### config.mk
export PLATFORM = sky130hd
export DESIGN_NAME = edca_backoff_engine
export DESIGN_NICKNAME = d
export VERILOG_FILES = /design/src/hdl/edca_pkg.sv /design/src/hdl/edca_backoff_engine.sv /design/src/hdl/edca_csr.sv /design/src/hdl/edca_core.sv
export SDC_FILE = /design/constraint.sdc
export NUM_CORES = 1
export LEC_CHECK = 0
export BUFFER_PORTS_ARGS = -buffer_cell sky130_fd_sc_hd__buf_2
export CELL_PAD_IN_SITES_DETAIL_PLACEMENT = 1
export CELL_PAD_IN_SITES_GLOBAL_PLACEMENT = 1
export CORE_UTILIZATION = 50
export CTS_BUF_LIST = sky130_fd_sc_hd__clkbuf_2
export CTS_CLUSTER_DIAMETER = 100
export DETAILED_ROUTE_END_ITERATION = 10
export GPL_TIMING_DRIVEN = 0
export MAX_ROUTING_LAYER = met4
export PLACE_DENSITY_LB_ADDON = 0.1
export RECOVER_POWER = 25
export SLEW_MARGIN = 10
export SYNTH_ARGS = -nofsm -noshare
export SYNTH_HDL_FRONTEND = slang
export SYNTH_SLANG_ARGS = --single-unit
### constraint.sdc
create_clock -name clock -period 6.25 [get_ports clock]
set_input_delay 0.625 -clock clock [delete_from_list [all_inputs] [get_ports clock]]
set_output_delay 0.625 -clock clock [all_outputs]
set_load 0.005 [all_outputs]
### src/hdl/edca_pkg.sv
// ----------------------------------------------------------------------------
// EDCA backoff engine package
// Shared types, codes and constants of the EDCA contention engine.
// ----------------------------------------------------------------------------
package edca_pkg;

   localparam int unsigned QUEUE_LIMIT = 255;
   localparam logic [7:0]  QUEUE_CAP   = 8'((QUEUE_LIMIT > 255) ? 255 : QUEUE_LIMIT);

   localparam logic [3:0] MAX_EXP        = 4'd10;
   localparam logic [5:0] ATTEMPT_MAX    = 6'd63;
   localparam logic [3:0] CW_MIN_RESET   = 4'd4;
   localparam logic [3:0] CW_MAX_RESET   = 4'd10;
   localparam logic [5:0] RETRY_RESET    = 6'd7;

   localparam int REQ_DATA_W = 16;
   localparam int RSP_DATA_W = 32;
   localparam int CSR_INDEX_W = 2;
   localparam int CSR_DATA_W  = 6;

   typedef enum logic [2:0] {
      ACT_ARRIVAL = 3'd0,
      ACT_TICK    = 3'd1,
      ACT_BUSY    = 3'd2,
      ACT_RESUME  = 3'd3,
      ACT_RESULT  = 3'd4,
      ACT_RESTART = 3'd5
   } action_type;

   typedef enum logic [1:0] {
      STAT_NONE      = 2'd0,
      STAT_DELIVERED = 2'd1,
      STAT_DROPPED   = 2'd2,
      STAT_REFUSED   = 2'd3
   } status_type;

   typedef enum logic [CSR_INDEX_W-1:0] {
      CSR_CW_MIN = 2'd0,
      CSR_CW_MAX = 2'd1,
      CSR_RETRY  = 2'd2
   } csr_index_type;

   typedef struct packed {
      logic [3:0] cw_min_log2;
      logic [3:0] cw_max_log2;
      logic [5:0] retry_limit;
   } cfg_type;

   typedef struct packed {
      logic [2:0] action;
      logic [9:0] random_draw;
      logic       tx_ok;
      logic       fits_before_reserved;
   } event_type;

   typedef struct packed {
      logic       transmit_request;
      logic [1:0] packet_status;
      logic [7:0] queue_count;
      logic [9:0] backoff_value;
      logic [3:0] window_log2;
      logic [5:0] attempt_count;
      logic       countdown_active;
   } result_type;

   function automatic logic [3:0] clamp_exp(input logic [3:0] e);
      return (e > MAX_EXP) ? MAX_EXP : e;
   endfunction

endpackage

### src/hdl/edca_backoff_engine.sv
// ----------------------------------------------------------------------------
// EDCA backoff engine
// Per-station contention engine with binary exponential backoff.
// ----------------------------------------------------------------------------
// Each event enters on the req_ stream, one per transfer, and produces
// exactly one status item on the rsp_ stream. An event is held in an input
// register, then applied to the contention state as its result is written
// to an output register, once that register is empty or being read. One event
// is accepted every cycle while the receiver takes results; the state update
// is a single pass of short logic, which sets that rate.
// When the receiver stalls, the output register holds its result and the
// input register still takes one more event; req_tready then falls until
// the result is taken. Results are never lost or repeated.
// The csr_ port writes the window limits and the retry limit; it is to be
// written only while no event is in flight. Reset clears both stages and
// returns the state and configuration to their reset values.
// ----------------------------------------------------------------------------
module edca_backoff_engine (
   input  logic                              clock,
   input  logic                              reset,
   // action[2:0], random_draw[12:3], tx_ok[13], fits_before_reserved[14]
   input  logic [edca_pkg::REQ_DATA_W-1:0]   req_tdata,
   input  logic                              req_tvalid,
   output logic                              req_tready,
   // transmit_request[0], packet_status[2:1], queue_count[10:3],
   // backoff_value[20:11], window_log2[24:21], attempt_count[30:25],
   // countdown_active[31]
   output logic [edca_pkg::RSP_DATA_W-1:0]   rsp_tdata,
   output logic                              rsp_tvalid,
   input  logic                              rsp_tready,
   input  logic                              csr_we,
   input  logic [edca_pkg::CSR_INDEX_W-1:0]  csr_index,
   input  logic [edca_pkg::CSR_DATA_W-1:0]   csr_wdata
);
   import edca_pkg::*;

   cfg_type    cfg;
   event_type  evt_ff;
   logic       evt_valid_ff;
   result_type result;
   result_type rsp_ff;
   logic       rsp_valid_ff;
   logic       advance;

   assign advance    = evt_valid_ff && (!rsp_valid_ff || rsp_tready);
   assign req_tready = !evt_valid_ff || advance;

   edca_csr u_csr (
      .clock     (clock),
      .reset     (reset),
      .csr_we    (csr_we),
      .csr_index (csr_index),
      .csr_wdata (csr_wdata),
      .cfg       (cfg)
   );

   edca_core u_core (
      .clock  (clock),
      .reset  (reset),
      .step   (advance),
      .evt    (evt_ff),
      .cfg    (cfg),
      .result (result)
   );

   always_ff @(posedge clock) begin
      if (reset) begin
         evt_valid_ff <= 1'b0;
      end else if (req_tready) begin
         evt_valid_ff <= req_tvalid;
      end
   end

   always_ff @(posedge clock) begin
      if (req_tready && req_tvalid) begin
         evt_ff.action               <= req_tdata[2:0];
         evt_ff.random_draw          <= req_tdata[12:3];
         evt_ff.tx_ok                <= req_tdata[13];
         evt_ff.fits_before_reserved <= req_tdata[14];
      end
   end

   always_ff @(posedge clock) begin
      if (reset) begin
         rsp_valid_ff <= 1'b0;
      end else if (advance) begin
         rsp_valid_ff <= 1'b1;
      end else if (rsp_tready) begin
         rsp_valid_ff <= 1'b0;
      end
   end

   always_ff @(posedge clock) begin
      if (advance) begin
         rsp_ff <= result;
      end
   end

   assign rsp_tvalid = rsp_valid_ff;
   assign rsp_tdata  = {rsp_ff.countdown_active, rsp_ff.attempt_count, rsp_ff.window_log2,
                        rsp_ff.backoff_value, rsp_ff.queue_count, rsp_ff.packet_status,
                        rsp_ff.transmit_request};

endmodule

### src/hdl/edca_csr.sv
// ----------------------------------------------------------------------------
// EDCA configuration registers
// Holds the window limits and the retry limit, written through a plain port.
// ----------------------------------------------------------------------------
module edca_csr (
   input  logic                            clock,
   input  logic                            reset,
   input  logic                            csr_we,
   input  logic [edca_pkg::CSR_INDEX_W-1:0] csr_index,
   input  logic [edca_pkg::CSR_DATA_W-1:0]  csr_wdata,
   output edca_pkg::cfg_type               cfg
);
   import edca_pkg::*;

   cfg_type cfg_ff;
   cfg_type cfg_in;

   always_comb begin
      cfg_in = cfg_ff;
      if (csr_we) begin
         unique case (csr_index_type'(csr_index))
            CSR_CW_MIN: cfg_in.cw_min_log2 = csr_wdata[3:0];
            CSR_CW_MAX: cfg_in.cw_max_log2 = csr_wdata[3:0];
            CSR_RETRY:  cfg_in.retry_limit = csr_wdata[5:0];
            default:    cfg_in = cfg_ff;
         endcase
      end
   end

   always_ff @(posedge clock) begin
      if (reset) begin
         cfg_ff.cw_min_log2 <= CW_MIN_RESET;
         cfg_ff.cw_max_log2 <= CW_MAX_RESET;
         cfg_ff.retry_limit <= RETRY_RESET;
      end else begin
         cfg_ff <= cfg_in;
      end
   end

   assign cfg = cfg_ff;

endmodule

### src/hdl/edca_core.sv
// ----------------------------------------------------------------------------
// EDCA contention state
// Queue count, window exponent, backoff counter, attempts and armed flag,
// updated once for every event that passes to the result stage.
// ----------------------------------------------------------------------------
module edca_core (
   input  logic                 clock,
   input  logic                 reset,
   input  logic                 step,
   input  edca_pkg::event_type  evt,
   input  edca_pkg::cfg_type    cfg,
   output edca_pkg::result_type result
);
   import edca_pkg::*;

   logic [7:0] pend_ff, pend_in;
   logic [3:0] win_ff, win_in;
   logic [9:0] cnt_ff, cnt_in;
   logic [5:0] att_ff, att_in;
   logic       arm_ff, arm_in;

   logic [9:0] mask;
   logic [9:0] drawn;
   logic [3:0] win_up;
   logic [3:0] win_cap;
   logic       start;
   logic       attempt;
   logic       txreq;
   status_type status;

   always_comb begin
      mask    = 10'((11'd1 << clamp_exp(win_ff)) - 11'd1);
      drawn   = evt.random_draw & mask;
      win_up  = win_ff + 4'd1;
      win_cap = clamp_exp(cfg.cw_max_log2);
      pend_in = pend_ff;
      win_in  = win_ff;
      cnt_in  = cnt_ff;
      att_in  = att_ff;
      arm_in  = arm_ff;
      start   = 1'b0;
      attempt = 1'b0;
      txreq   = 1'b0;
      status  = STAT_NONE;

      unique case (action_type'(evt.action))
         ACT_ARRIVAL: begin
            if (pend_ff >= QUEUE_CAP) begin
               status = STAT_REFUSED;
            end else begin
               pend_in = pend_ff + 8'd1;
               start   = (pend_ff == 8'd0);
            end
         end
         ACT_TICK: begin
            if (arm_ff) begin
               if (pend_ff == 8'd0) begin
                  arm_in = 1'b0;
               end else if (cnt_ff == 10'd0) begin
                  start = 1'b1;
               end else begin
                  cnt_in  = cnt_ff - 10'd1;
                  attempt = (cnt_ff == 10'd1);
               end
            end
         end
         ACT_BUSY: begin
            arm_in = 1'b0;
         end
         ACT_RESUME: begin
            if (pend_ff != 8'd0) begin
               arm_in = 1'b1;
            end
         end
         ACT_RESULT: begin
            if (pend_ff != 8'd0) begin
               if (evt.tx_ok || (cfg.retry_limit != 6'd0 && att_ff >= cfg.retry_limit)) begin
                  pend_in = pend_ff - 8'd1;
                  att_in  = 6'd0;
                  win_in  = clamp_exp(cfg.cw_min_log2);
                  status  = evt.tx_ok ? STAT_DELIVERED : STAT_DROPPED;
               end else begin
                  win_in = (win_up < win_cap) ? win_up : win_cap;
               end
            end
         end
         ACT_RESTART: begin
            start = (pend_ff != 8'd0) && evt.fits_before_reserved;
         end
         default: begin
            status = STAT_NONE;
         end
      endcase

      if (start) begin
         cnt_in = drawn;
         if (drawn == 10'd0) begin
            attempt = 1'b1;
         end else begin
            arm_in = 1'b1;
         end
      end

      if (attempt) begin
         arm_in = 1'b0;
         att_in = (att_ff < ATTEMPT_MAX) ? att_ff + 6'd1 : att_ff;
         txreq  = evt.fits_before_reserved;
      end

      result.transmit_request = txreq;
      result.packet_status    = status;
      result.queue_count      = pend_in;
      result.backoff_value    = cnt_in;
      result.window_log2      = win_in;
      result.attempt_count    = att_in;
      result.countdown_active = arm_in;
   end

   always_ff @(posedge clock) begin
      if (reset) begin
         pend_ff <= 8'd0;
         win_ff  <= CW_MIN_RESET;
         cnt_ff  <= 10'd0;
         att_ff  <= 6'd0;
         arm_ff  <= 1'b0;
      end else if (step) begin
         pend_ff <= pend_in;
         win_ff  <= win_in;
         cnt_ff  <= cnt_in;
         att_ff  <= att_in;
         arm_ff  <= arm_in;
      end
   end

   a_queue_bound: assert property (@(posedge clock) disable iff (reset)
      pend_ff <= QUEUE_CAP)
      else $error("queue count above its limit");

   a_window_bound: assert property (@(posedge clock) disable iff (reset)
      win_ff <= MAX_EXP)
      else $error("window exponent above maximum");

   a_refused_full: assert property (@(posedge clock) disable iff (reset)
      step && result.packet_status == STAT_REFUSED |-> pend_ff == QUEUE_CAP)
      else $error("arrival refused while queue not full");

   a_tx_counts: assert property (@(posedge clock) disable iff (reset)
      step && result.transmit_request |=> att_ff != 6'd0 && !arm_ff)
      else $error("transmission without a counted attempt");

   a_delivered_clears: assert property (@(posedge clock) disable iff (reset)
      step && result.packet_status == STAT_DELIVERED |=> att_ff == 6'd0)
      else $error("attempts not cleared after delivery");

endmodule
==> results summary, run 1 <==
Global routing used approximately half of the available met2 tracks. The number of buffers inserted by hold repair at cts came out at 0. The count of clock tree sinks is 92. The worst pin sits at a relative slew slack of around 18%.

The initial antenna violation count was 0. The leakage power total is 2.20 nW. The commonest register cell after synthesis is sky130_fd_sc_hd__edfxtp_1. The number of antenna cells inserted came out at 0. The final critical-path required period came out at slightly below 4 ns.

The post-route standard cell area excluding fillers came out at between 0.005 and 0.006 sq mm. Synthesis produced a netlist with a net count of just under 600. The number of levels the H-tree was split into came out at 3.

The cell sitting at the root of the clock tree is a sky130_fd_sc_hd__clkbuf_2. The vias per cell came out at 6.06. The area share of the largest cell type after synthesis came out at approximately 28%. The number of buffers and inverters on the critical path is 4. The clock skew after layout came out at roughly 0.045 ns. The library cells used most frequently in the layout, excluding fill and tap cells, are sky130_fd_sc_hd__buf_2 (62), sky130_fd_sc_hd__nor2_1 (56), sky130_fd_sc_hd__nand2_1 (52). The number of flops mapped to enable cells by yosys is 47. Yosys attributes the largest share of cell area to sky130_fd_sc_hd__edfxtp_1 (28%), sky130_fd_sc_hd__dfxtp_1 (18%), sky130_fd_sc_hd__ha_1 (4.2%). The die is 103 microns wide. Of all nets on the critical path, the largest fanout is 10. Once the floorplan was initialized, standard cells occupied around half of the core. After synthesis, the share of flip-flops with an asynchronous set or reset is 0%. sky130_fd_sc_hd__edfxtp_1 takes more of the synthesized area than any other cell. The number of instances resized during post-cts repair is 0. The number of port buffers is 60. The core box area came out at 0.00982 sq mm. The DRC violation count after routing came out at 0.

The placed wire-length estimate after detailed placement is 11.3 mm. The mean routed wirelength per cell came out at ~20 microns. At the worst endpoint, the arrival time is between 4 and 5 ns.

The slowest stage of the critical path is the sky130_fd_sc_hd__or4_1 cell. The mean post-synth cell area is approximately 9.3 sq um. The number of buffers created by CTS came out at 9. The peak-usage layer in the global routing report is met2. For this run, the total global-route usage over all layers was measured as between 30% and 40%. Leaving out fill and tap cells, the most frequent cell in the layout is sky130_fd_sc_hd__buf_2.

The path class of the lowest-slack min-delay path is primary input to flip-flop. The pre-CTS setup slack is roughly 2.5 ns. The total of endpoints with negative setup slack in the final report came out at 0. The number of global-route vias before repair came to 4567. The violation count after the first detailed-routing iteration came out at around 210. The longest clock path from root to sink contains 2 buffers. The ratio of cells with drive above 1 in the final layout came out at ~16%.

The number of nets with antenna violations after detailed routing is 0. The endpoint required time on the critical path is about 6.7 ns. The number of storage elements in the synthesis netlist came out at 92.

The family of cells with the greatest summed delay on the critical path is simple AND/OR/NAND/NOR gates. The net count of the finished layout is between 600 and 700. The final period utilization is 61.8%. The total power is ~1.1 mW. The critical path goes through clkbuf_1 > inv_1 > or4_1 > ha_1 > clkbuf_1 > nor3_1 > a21oi_1 > o21ai_0 > a2111oi_4 > or2_4 > buf_8 > and2_1 > a311oi_1. Setup repair after global routing left no endpoint under its margin. The synthesis-to-layout area growth is 11.9%. The clock slew at the register clock pins of the worst setup and hold paths is approximately 0.26 ns. The maximum number of pins on one net before global-route repair is 25. Summed over all layers, the global routing overflow is 0. Synthesis handed over a netlist of 548 instances. The stage delay of the slowest cell on the critical path came out at around 0.54 ns. The highest clock rate is between 200 and 300 MHz. The least setup slack across all paths after layout is roughly 2.4 ns. TritonCTS built the clock tree. The number of warnings issued by yosys is 0. The post-CTS setup repair buffer count came out at 0. The area of the die came out at 0.0106 sq mm. The global-route wire length before repair came out at 23.8 mm. The count of different cell masters after synthesis is 73. The most frequent cell on the critical path is sky130_fd_sc_hd__clkbuf_1.

The global routing met3 resource utilization is ~7.1%. The weighted congestion at the end of routability-driven global placement came out at ~0.92. Max-cap violations in this run came to 0. The number of vias in the routed layout came out at 4597. The worst setup path is launched from a flip-flop. For this run, the register share of the synthesized area comes to 45.4%.

The later pin in the worst-skew pair is clocked with a latency of around 0.61 ns. For the pin with the worst max-slew slack, the measured transition is approximately 1.2 ns. STA classifies the critical path endpoint as a flip-flop. Summing all placed instances gives a cell area of about 0.0056 sq mm. The total count of hold-check failures in the final report is 0. The critical path is of the flip-flop to flip-flop type. The post-synthesis instance area came out at 0.00509 sq mm. The final number of max-transition violations came out at 0.

The power density over the cells came out at 201 mW/mm^2. The I/O pin total came out at 63. The flow ran to the end, and the final reports show no timing, DRC or antenna violations.

The row count is 36. The total length of routed wires came out at between 15 and 20 mm. The detailed-router iteration count before antenna repair came out at 5. The worst voltage drop across the vdd grid came out at 0.000144 V. The vertical die dimension came out at slightly above 100 microns. The total negative setup slack came out at 0 ns. The global-route track usage on met1 came out at a little under two fifths.
-- per-layer routing --
layer / wire (microns) / vias to the layer above
met5: 0 / -
met4: 308 / 0
met3: 816 / 27
met2: 7350 / 140
met1: 6630 / 2264
li1: - / 2166
-- cells in the mapped netlist, drive strengths merged (6+ instances only) --
library cell and n:
nor2 56, nand2 52, edfxtp 47, dfxtp 45
o21ai 44, a21oi 34, inv 28, clkbuf 21
nand3 20, ha 17, mux2i 14, a31oi 12
nor3 10, xnor2 10, o21a 8, buf 7
nand2b 7, a211oi 6, and2 6, nand4 6
nor4 6, o211ai 6, o31ai 6, or4 6
-- stage by stage --
step                hold WS [ns]  utilization [%]  std cells
finish                     0.176             58.0        758
global route               0.126             58.0        758
CTS                        0.129             58.0        758
detailed placement         0.483             56.9        742
global placement           0.476             56.6        741
floorplan                  0.458                -        548
-- power breakdown --
| group | internal, mW | total, mW | leakage, nW | switching [mW] |
|---|---|---|---|---|
| clock | 0.0937 | 0.294 | 0.0672 | 0.201 |
| combinational | 0.0616 | 0.172 | 1.31 | 0.110 |
| sequential | 0.663 | 0.678 | 0.817 | 0.0155 |
-- logic make-up (layout without fill, tap and decap cells) --
logic type	count (synthesis)	after routing	share of synthesized area (%)
mux	16	16	3.20
compound gates	160	160	21.2
simple gates	193	193	19.0
flops	92	92	45.4
xor+xnor	13	13	2.24
fa+ha+maj	17	17	4.18
buf+inv	57	134	4.72
-- state kept, by name, summed over array words and instances, names as in the netlist --
name and count:
evt_valid_ff 1, u_core.arm_ff 1, evt_ff 15, rsp_tdata 32
u_core.win_ff 4, rsp_tvalid 1, u_core.att_ff 6, u_csr.cfg 14
u_core.pend_ff 8, u_core.cnt_ff 10
-- final timing paths --
| check | depth (start not counted) | to | slack [ns] | start |
|---|---|---|---|---|
| max reg2reg | 13 | rsp_tdata[28] | 2.39 | u_core.win_ff[0] |
| min | 1 | evt_ff[9] | 0.18 | req_tdata[10] |
| max | 13 | rsp_tdata[28] | 2.39 | u_core.win_ff[0] |
| min reg2reg | 2 | u_core.cnt_ff[2] | 0.51 | u_core.cnt_ff[2] |
-- final cells by class --
type | count | area (sq um)
fill | 1183 | 4130
multi-input combinational | 399 | 2540
sequential | 92 | 2310
timing repair buffer | 61 | 327
tap | 133 | 166
buffer | 28 | 133
inverter | 29 | 109
clock buffer | 11 | 55.1
clock inverter | 5 | 53.8
Note: power is estimated with default switching activity, not from simulation.
==> inputs of run 2 (changes only) <==
Settings changed: CORE_UTILIZATION 50 to 46.
Clock period 6.25 ns to 3.61 ns, I/O delays scaled along.
==> run 2 against run 1 <==
Final cell count grew 3.8%. Hold slack lost 0.12 ns. Critical endpoint is now u_core.att_ff[0]. Routed wire length grew 0.67%. Clock power grew 130%. Register-to-register slack lost 2.2 ns. Global-route usage shrank 2.3 points. Via count grew 1.1%. Non-clock buffer count grew 21. Utilization shrank 2.7 points. Die area grew 8.5%.
==> results summary, run 2 (same netlist as run 1, synthesis figures left out) <==
The max capacitance violation total came to 0 (unchanged). The total of endpoints with negative setup slack in the final report came to 0 (unchanged). The area of the die was 0.0115 sq mm (+8.5%). The starting utilization of the core area is 47.2% (-4.7 points). The worst hold path begins at rsp_tready. The slew at the pin with the worst max-slew slack came out at 1.08 ns (-0.141 ns). STA classifies the critical path startpoint as a flip-flop. The final net count came to 687 (+3.2%). The number of nets with antenna violations after detailed routing is 0 (unchanged). The DRC violation count after routing came out at 0 (unchanged).

The final core utilization is 55.3% (-2.7 points). The vertical die dimension is 107 microns (+4.2%). The maximum number of pins on one net before global-route repair is 27 (+8.0%). The flip-flop count of the largest register, all copies and words added is 32 (unchanged). The relative slew slack is 27.7% (+9.3 points). Setup repair after global routing left no endpoint under its margin. The horizontal extent of the die came out at 107 microns (+4.2%). The kind of critical path is flip-flop to flip-flop. The core box area is 0.0108 sq mm (+9.9%). The startpoint of the worst-slack reg-to-reg timing path is u_core.win_ff[3].

The total negative setup slack came out at 0 ns (unchanged). The clock slew at the register clock pins of the worst setup and hold paths is 0.27 ns (about the same). The total count of hold-check failures in the final report came out at 0 (unchanged). The insertion delay of the later-clocked pin in the worst-skew pair is 0.64 ns (+0.03 ns).

The highest clock rate is 292 MHz (+13%). The library cell contributing the largest single delay on the critical path is sky130_fd_sc_hd__or4_1. The final critical-path required period was 3.42 ns (-0.440 ns). The peak fanout along the critical path came out at 10 (unchanged). The initial antenna violation count is 1 (+1). The leakage power total is 2.30 nW (+4.7%). The detailed-router iteration count before antenna repair is 5 (unchanged). The global-route wire length before repair is 24.4 mm (+2.7%).

The clock tree from TritonCTS is built. The row count was 38 (+5.6%). The pre-CTS setup slack is -0.156 ns (-2.65 ns).

The data arrival time of the critical path was 4.01 ns (-0.30 ns). The final number of max-transition violations came out at 0 (unchanged). The number of buffers created by CTS is 9 (unchanged). The overall fraction of global-route tracks in use came out at 29.0% (-2.3 points).

The tightest min-delay check is of the primary input to flip-flop type. The worst voltage drop across the vdd grid was 0.000279 V (+94%). The vias per cell came out at 5.91 (-2.6%). The violation count after the first detailed-routing iteration came out at 227 (+7.6%). The number of global-route vias before repair came out at 4769 (+4.4%). The number of port buffers is 60 (unchanged). The synthesis-to-layout area growth is 17.3%. The buffer depth of the longest clock path came to 2 (unchanged). The I/O pin total is 63 (unchanged). The most frequent cell on the critical path is sky130_fd_sc_hd__clkbuf_1. The power density over the cells is 361 mW/mm^2 (+80%).

The number of levels the H-tree was split into came out at 3 (unchanged). The total length of routed wires came to 15.2 mm (+0.67%). The clock skew after layout is 0.0458 ns (+0.00129 ns).

The total power was 2.16 mW (+88%). The tree is rooted in a sky130_fd_sc_hd__clkbuf_2. The commonest non-fill, non-tap cell in the layout is sky130_fd_sc_hd__nor2_1. The weighted congestion at the end of routability-driven global placement came to 0.895 (-2.2%). Walking the worst path, the cells encountered are clkbuf_1 > buf_4 > or4_1 > ha_1 > clkbuf_1 > a21oi_1 > o22ai_2 > a2111oi_4 > or2_4 > mux2_2 > a311oi_2. The count of clock tree sinks was 92 (unchanged). The number of vias in the routed layout came out at 4648 (+1.1%).

STA classifies the critical path endpoint as a flip-flop. The least setup slack across all paths after layout is 0.188 ns (-2.20 ns). The origin of the worst setup path is u_core.win_ff[3]. The stage delay of the slowest cell on the critical path came out at 0.45 ns (-0.09 ns).

The mean routed wirelength per cell is 19.3 microns (-3.0%). The total congestion overflow after global routing is 0 (unchanged). The endpoint required time on the critical path came out at 4.19 ns (-2.51 ns). The final period utilization came out at 94.8% (+33 points). The run finished with clean final reports. In the layout the commonest cells are sky130_fd_sc_hd__nor2_1 (56), sky130_fd_sc_hd__buf_2 (53), sky130_fd_sc_hd__nand2_1 (52). The post-CTS setup repair buffer count is 0 (unchanged). The placed wire-length estimate after detailed placement came out at 11.1 mm (-1.4%). The ratio of cells with drive above 1 in the final layout is 15.5% (-0.68 points).
-- run 2: cell count changes in the layout (fill, tap and decap cells not counted), moves of 2 or more --
cell,delta
sky130_fd_sc_hd__dlygate4sd3_1,+22
sky130_fd_sc_hd__clkbuf_1,+4
sky130_fd_sc_hd__o21ai_2,+2
sky130_fd_sc_hd__buf_1,+2
sky130_fd_sc_hd__clkinv_1,-2
sky130_fd_sc_hd__bufinv_16,+2
sky130_fd_sc_hd__buf_2,-9
-- run 2: timing repair --
action	4_1_cts	5_1_grt
pin swaps	0	1
hold buffers	22	0
hold endpoints to repair	30	0
endpoints found under the setup margin	15	7
resized for setup	5	7
-- run 2: worst max-delay path, delay by kind of cell (launching register included) --
family          cells  cell delay [ns]
mux                 1             0.37
compound gates      4             1.11
fa+ha+maj           1             0.23
buf+inv             3             0.62
flops               1             0.36
simple gates        2             0.67
-- run 2: final cells by class --
| class | instances | area (sq um) |
|---|---|---|
| Antenna cell | 1 | 2.50 |
| Buffer | 27 | 134 |
| Clock buffer | 11 | 55.1 |
| Clock inverter | 5 | 103 |
| Fill cell | 1277 | 4820 |
| Inverter | 29 | 109 |
| Multi-Input combinational cell | 399 | 2550 |
| Sequential cell | 92 | 2310 |
| Tap cell | 140 | 175 |
| Timing Repair Buffer | 83 | 528 |
-- run 2: stage by stage --
step	instance area [sq um]	hold WS [ns]	std cells
after floorplan	5090	0.458	548
after global placement	5570	0.477	748
after detailed placement	5590	0.479	749
after CTS	5970	0.00407	787
after global routing	5970	0.0316	787
final	5970	0.0589	787
-- run 2: worst paths after layout --
check	endpoint	slack [ns]	depth (start not counted)
setup / recovery	u_core.att_ff[0]	0.19	11
setup reg to reg	u_core.att_ff[0]	0.19	11
hold reg to reg	u_core.cnt_ff[2]	0.51	2
hold / removal	rsp_tvalid	0.06	4
-- run 2: routing by layer --
layer	vias up	global-route usage [%]	routed length, microns
met2	119	46.7	7390
met4	0	10.3	387
met3	31	7.36	830
met5	-	-	0
li1	2211	-	-
met1	2287	35.3	6600
-- run 2: power by group --
group | internal [mW] | switching [mW]
registers | 1.15 | 0.0277
clock network | 0.304 | 0.365
logic | 0.120 | 0.193
total | 1.57 | 0.586
==> inputs of run 3 (changes only) <==
--- a/config.mk
+++ b/config.mk
@@ -13,2 +13,3 @@
 export CTS_CLUSTER_DIAMETER = 100
+export CTS_CLUSTER_SIZE = 30
 export DETAILED_ROUTE_END_ITERATION = 10
==> constraint.sdc (replaced) <==
create_clock -name clock -period 3.61 [get_ports clock]
set_input_delay 0 -clock clock [delete_from_list [all_inputs] [get_ports clock]]
set_output_delay 0 -clock clock [all_outputs]
set_load 0.005 [all_outputs]
==> run 3 against run 2 <==
Sequential power about the same. Utilization increased by 1.1 points. Routed wire length increased by 3.1%. Non-clock buffer count increased by 13. Global-route usage increased by 0.63 points. First-iteration DRC count increased by 13%. Critical path depth increased by 2. Flip-flop and latch count unchanged. Power increased by 0.77%. Final area increased by 2.1%. Largest cell class unchanged.
==> results summary, run 3 (same netlist as run 1, synthesis figures left out) <==
The flow ran to the end, and the final reports show no timing, DRC or antenna violations. The horizontal extent of the die came to 107 microns (unchanged). The number of global-route vias before repair came out at 4854 (+1.8%).

The starting utilization of the core area came out at 47.2% (unchanged). The final critical-path required period is 3.41 ns (-0.00887 ns). The overall fraction of global-route tracks in use came out at 29.7% (+0.63 points).

The relative slew slack came out at 27.8% (+0.089 points). The highest clock rate came out at 293 MHz (+0.26%). By startpoint and endpoint, the worst setup path is classified as flip-flop to flip-flop. The multi-input combinational cell area is 0.00255 sq mm (unchanged). The total count of hold-check failures in the final report is 0 (unchanged). The global-route wire length before repair was 25.0 mm (+2.4%). The final instance count without filler cells came out at 799 (+1.5%).

The final period utilization came out at 94.5% (-0.25 points). The core box area came to 0.0108 sq mm (unchanged). The final net count came out at 700 (+1.9%). The final number of max-transition violations came to 0 (unchanged). The I/O pin total came to 63 (unchanged). The total of endpoints with negative setup slack in the final report came out at 0 (unchanged). The violation count after the first detailed-routing iteration came out at 256 (+13%). The vertical die dimension is 107 microns (unchanged). The initial antenna violation count came out at 0 (-1). The startpoint of the worst-slack reg-to-reg timing path is u_core.win_ff[3]. The max capacitance violation total was 0 (unchanged). The kind of start point of the critical path is a flip-flop. The startpoint identified for the worst hold timing path is req_tdata[4]. The number of port buffers came out at 60 (unchanged). The placed wire-length estimate after detailed placement is 11.1 mm (unchanged).

The slew at the pin with the worst max-slew slack is 1.08 ns (-0.00134 ns). The weighted congestion at the end of routability-driven global placement was 0.895 (unchanged). The commonest non-fill, non-tap cell in the layout is sky130_fd_sc_hd__nor2_1. The number of filler instances in the final layout is 1263 (-1.1%). The detailed-router iteration count before antenna repair is 4 (-1).

The number of levels the H-tree was split into was 3 (unchanged). The number of antenna cells inserted is 0 (-1). The register area came out at 0.00231 sq mm (unchanged). The insertion delay of the later-clocked pin in the worst-skew pair came out at 0.65 ns (about the same). The endpoint required time on the critical path came out at 4.12 ns (-0.07 ns). The cell sitting at the root of the clock tree is a sky130_fd_sc_hd__clkbuf_2. In this run the worst setup path begins at u_core.win_ff[3].

The maximum number of pins on one net before global-route repair came out at 27 (unchanged). The synthesis-to-layout area growth is 19.8%. The final core utilization is 56.5% (+1.1 points). The row count came to 38 (unchanged). The ratio of cells with drive above 1 in the final layout is 14.7% (-0.76 points). The DRC violation count after routing is 0 (unchanged). The number of buffers created by CTS is 9 (unchanged). The clock skew after layout came out at 0.0521 ns (+0.00633 ns). The number of vias in the routed layout is 4677 (+0.62%). The number of placed instances with taps included came to 749 (unchanged).

The tightest min-delay check is of the primary input to flip-flop type. The total congestion overflow after global routing came out at 0 (unchanged). The data arrival time of the critical path is 3.92 ns (-0.09 ns). The mean routed wirelength per cell is 19.6 microns (+1.5%). The clock slew at the register clock pins of the worst setup and hold paths came out at 0.28 ns (about the same).

The worst voltage drop across the vdd grid is 0.000278 V (-0.36%). The buffer depth of the longest clock path came to 2 (unchanged). The count of clock tree sinks is 92 (unchanged).

The leakage power total came to 2.34 nW (+1.9%). TritonCTS built the clock tree. Setup repair after global routing left no endpoint under its margin. The number of nets with antenna violations after detailed routing was 0 (unchanged). The total length of routed wires came out at 15.7 mm (+3.1%). The flip-flop count of the largest register, all copies and words added came out at 32 (unchanged). The library cells used most frequently in the layout, excluding fill and tap cells, are sky130_fd_sc_hd__nor2_1 (56), sky130_fd_sc_hd__nand2_1 (52), sky130_fd_sc_hd__buf_2 (50). STA classifies the critical path endpoint as a flip-flop. The vias per cell came out at 5.85 (-0.89%).

The area of the die came out at 0.0115 sq mm (unchanged). The post-CTS setup repair buffer count was 0 (unchanged). The power density over the cells is 357 mW/mm^2 (-1.3%). The peak fanout along the critical path was 10 (unchanged).
[run 3: where the power goes]
group          internal, mW  total [mW]  leakage (nW)  switching (mW)
registers              1.15        1.18         0.818          0.0280
clock network         0.304       0.672        0.0965           0.368
logic                 0.129       0.326          1.43           0.197
[run 3: what timing repair did]
action / in CTS / in global routing
setup endpoints to repair: 15 / 7
endpoints found under the hold margin: 36 / 0
hold buffers: 35 / 0
pin swaps: 0 / 1
gates resized for setup: 5 / 7
[run 3: metrics by stage]
step                area [sq um]  power [mW]  hold slack (ns)  worst slack (ns)  TNS [ns]
floorplan                   5090        1.38           0.0989             0.467         0
global placement            5570        1.47            0.177           -0.0640    -0.133
detailed placement          5590        1.49            0.179            -0.156    -0.738
CTS                         6100        2.18           0.0242            0.0527         0
global route                6100        2.25          0.00797           0.00190         0
finish                      6100        2.17           0.0461             0.197         0
[run 3: worst max-delay path: stages, from the launching register on]
cell                        delay (ns)
sky130_fd_sc_hd__dfxtp_1          0.36
sky130_fd_sc_hd__clkbuf_1         0.20
sky130_fd_sc_hd__buf_4            0.23
sky130_fd_sc_hd__or4_1            0.45
sky130_fd_sc_hd__ha_1             0.23
sky130_fd_sc_hd__clkbuf_1         0.19
sky130_fd_sc_hd__nand2b_1         0.18
sky130_fd_sc_hd__mux2_2           0.30
sky130_fd_sc_hd__nand4b_1         0.16
sky130_fd_sc_hd__a2111oi_4        0.07
sky130_fd_sc_hd__or2_4            0.28
sky130_fd_sc_hd__buf_8            0.15
sky130_fd_sc_hd__and2_1           0.20
sky130_fd_sc_hd__a311oi_1         0.27
[run 3: layout make-up]
type,instances,area share (%)
Multi-Input combinational cell,399,41.9
Sequential cell,92,38.0
Timing Repair Buffer,96,10.7
Tap cell,140,2.87
Buffer,27,2.20
Inverter,29,1.79
Clock inverter,5,1.68
Clock buffer,11,0.903
[run 3: path summary, 6_finish.rpt]
kind,to,slack (ns),depth (start not counted)
max,rsp_tdata[28],0.20,13
min,evt_ff[3],0.05,2
max reg2reg,rsp_tdata[28],0.20,13
min reg2reg,u_core.cnt_ff[2],0.51,2
[run 3: metal layers]
layer  part of all wire, %  track usage, %  wire length, microns
met5                     0               -                     0
met4                   2.6            10.5                   405
met3                   4.4            6.81                   683
met2                    49            48.3                  7640
met1                    44            36.1                  6940
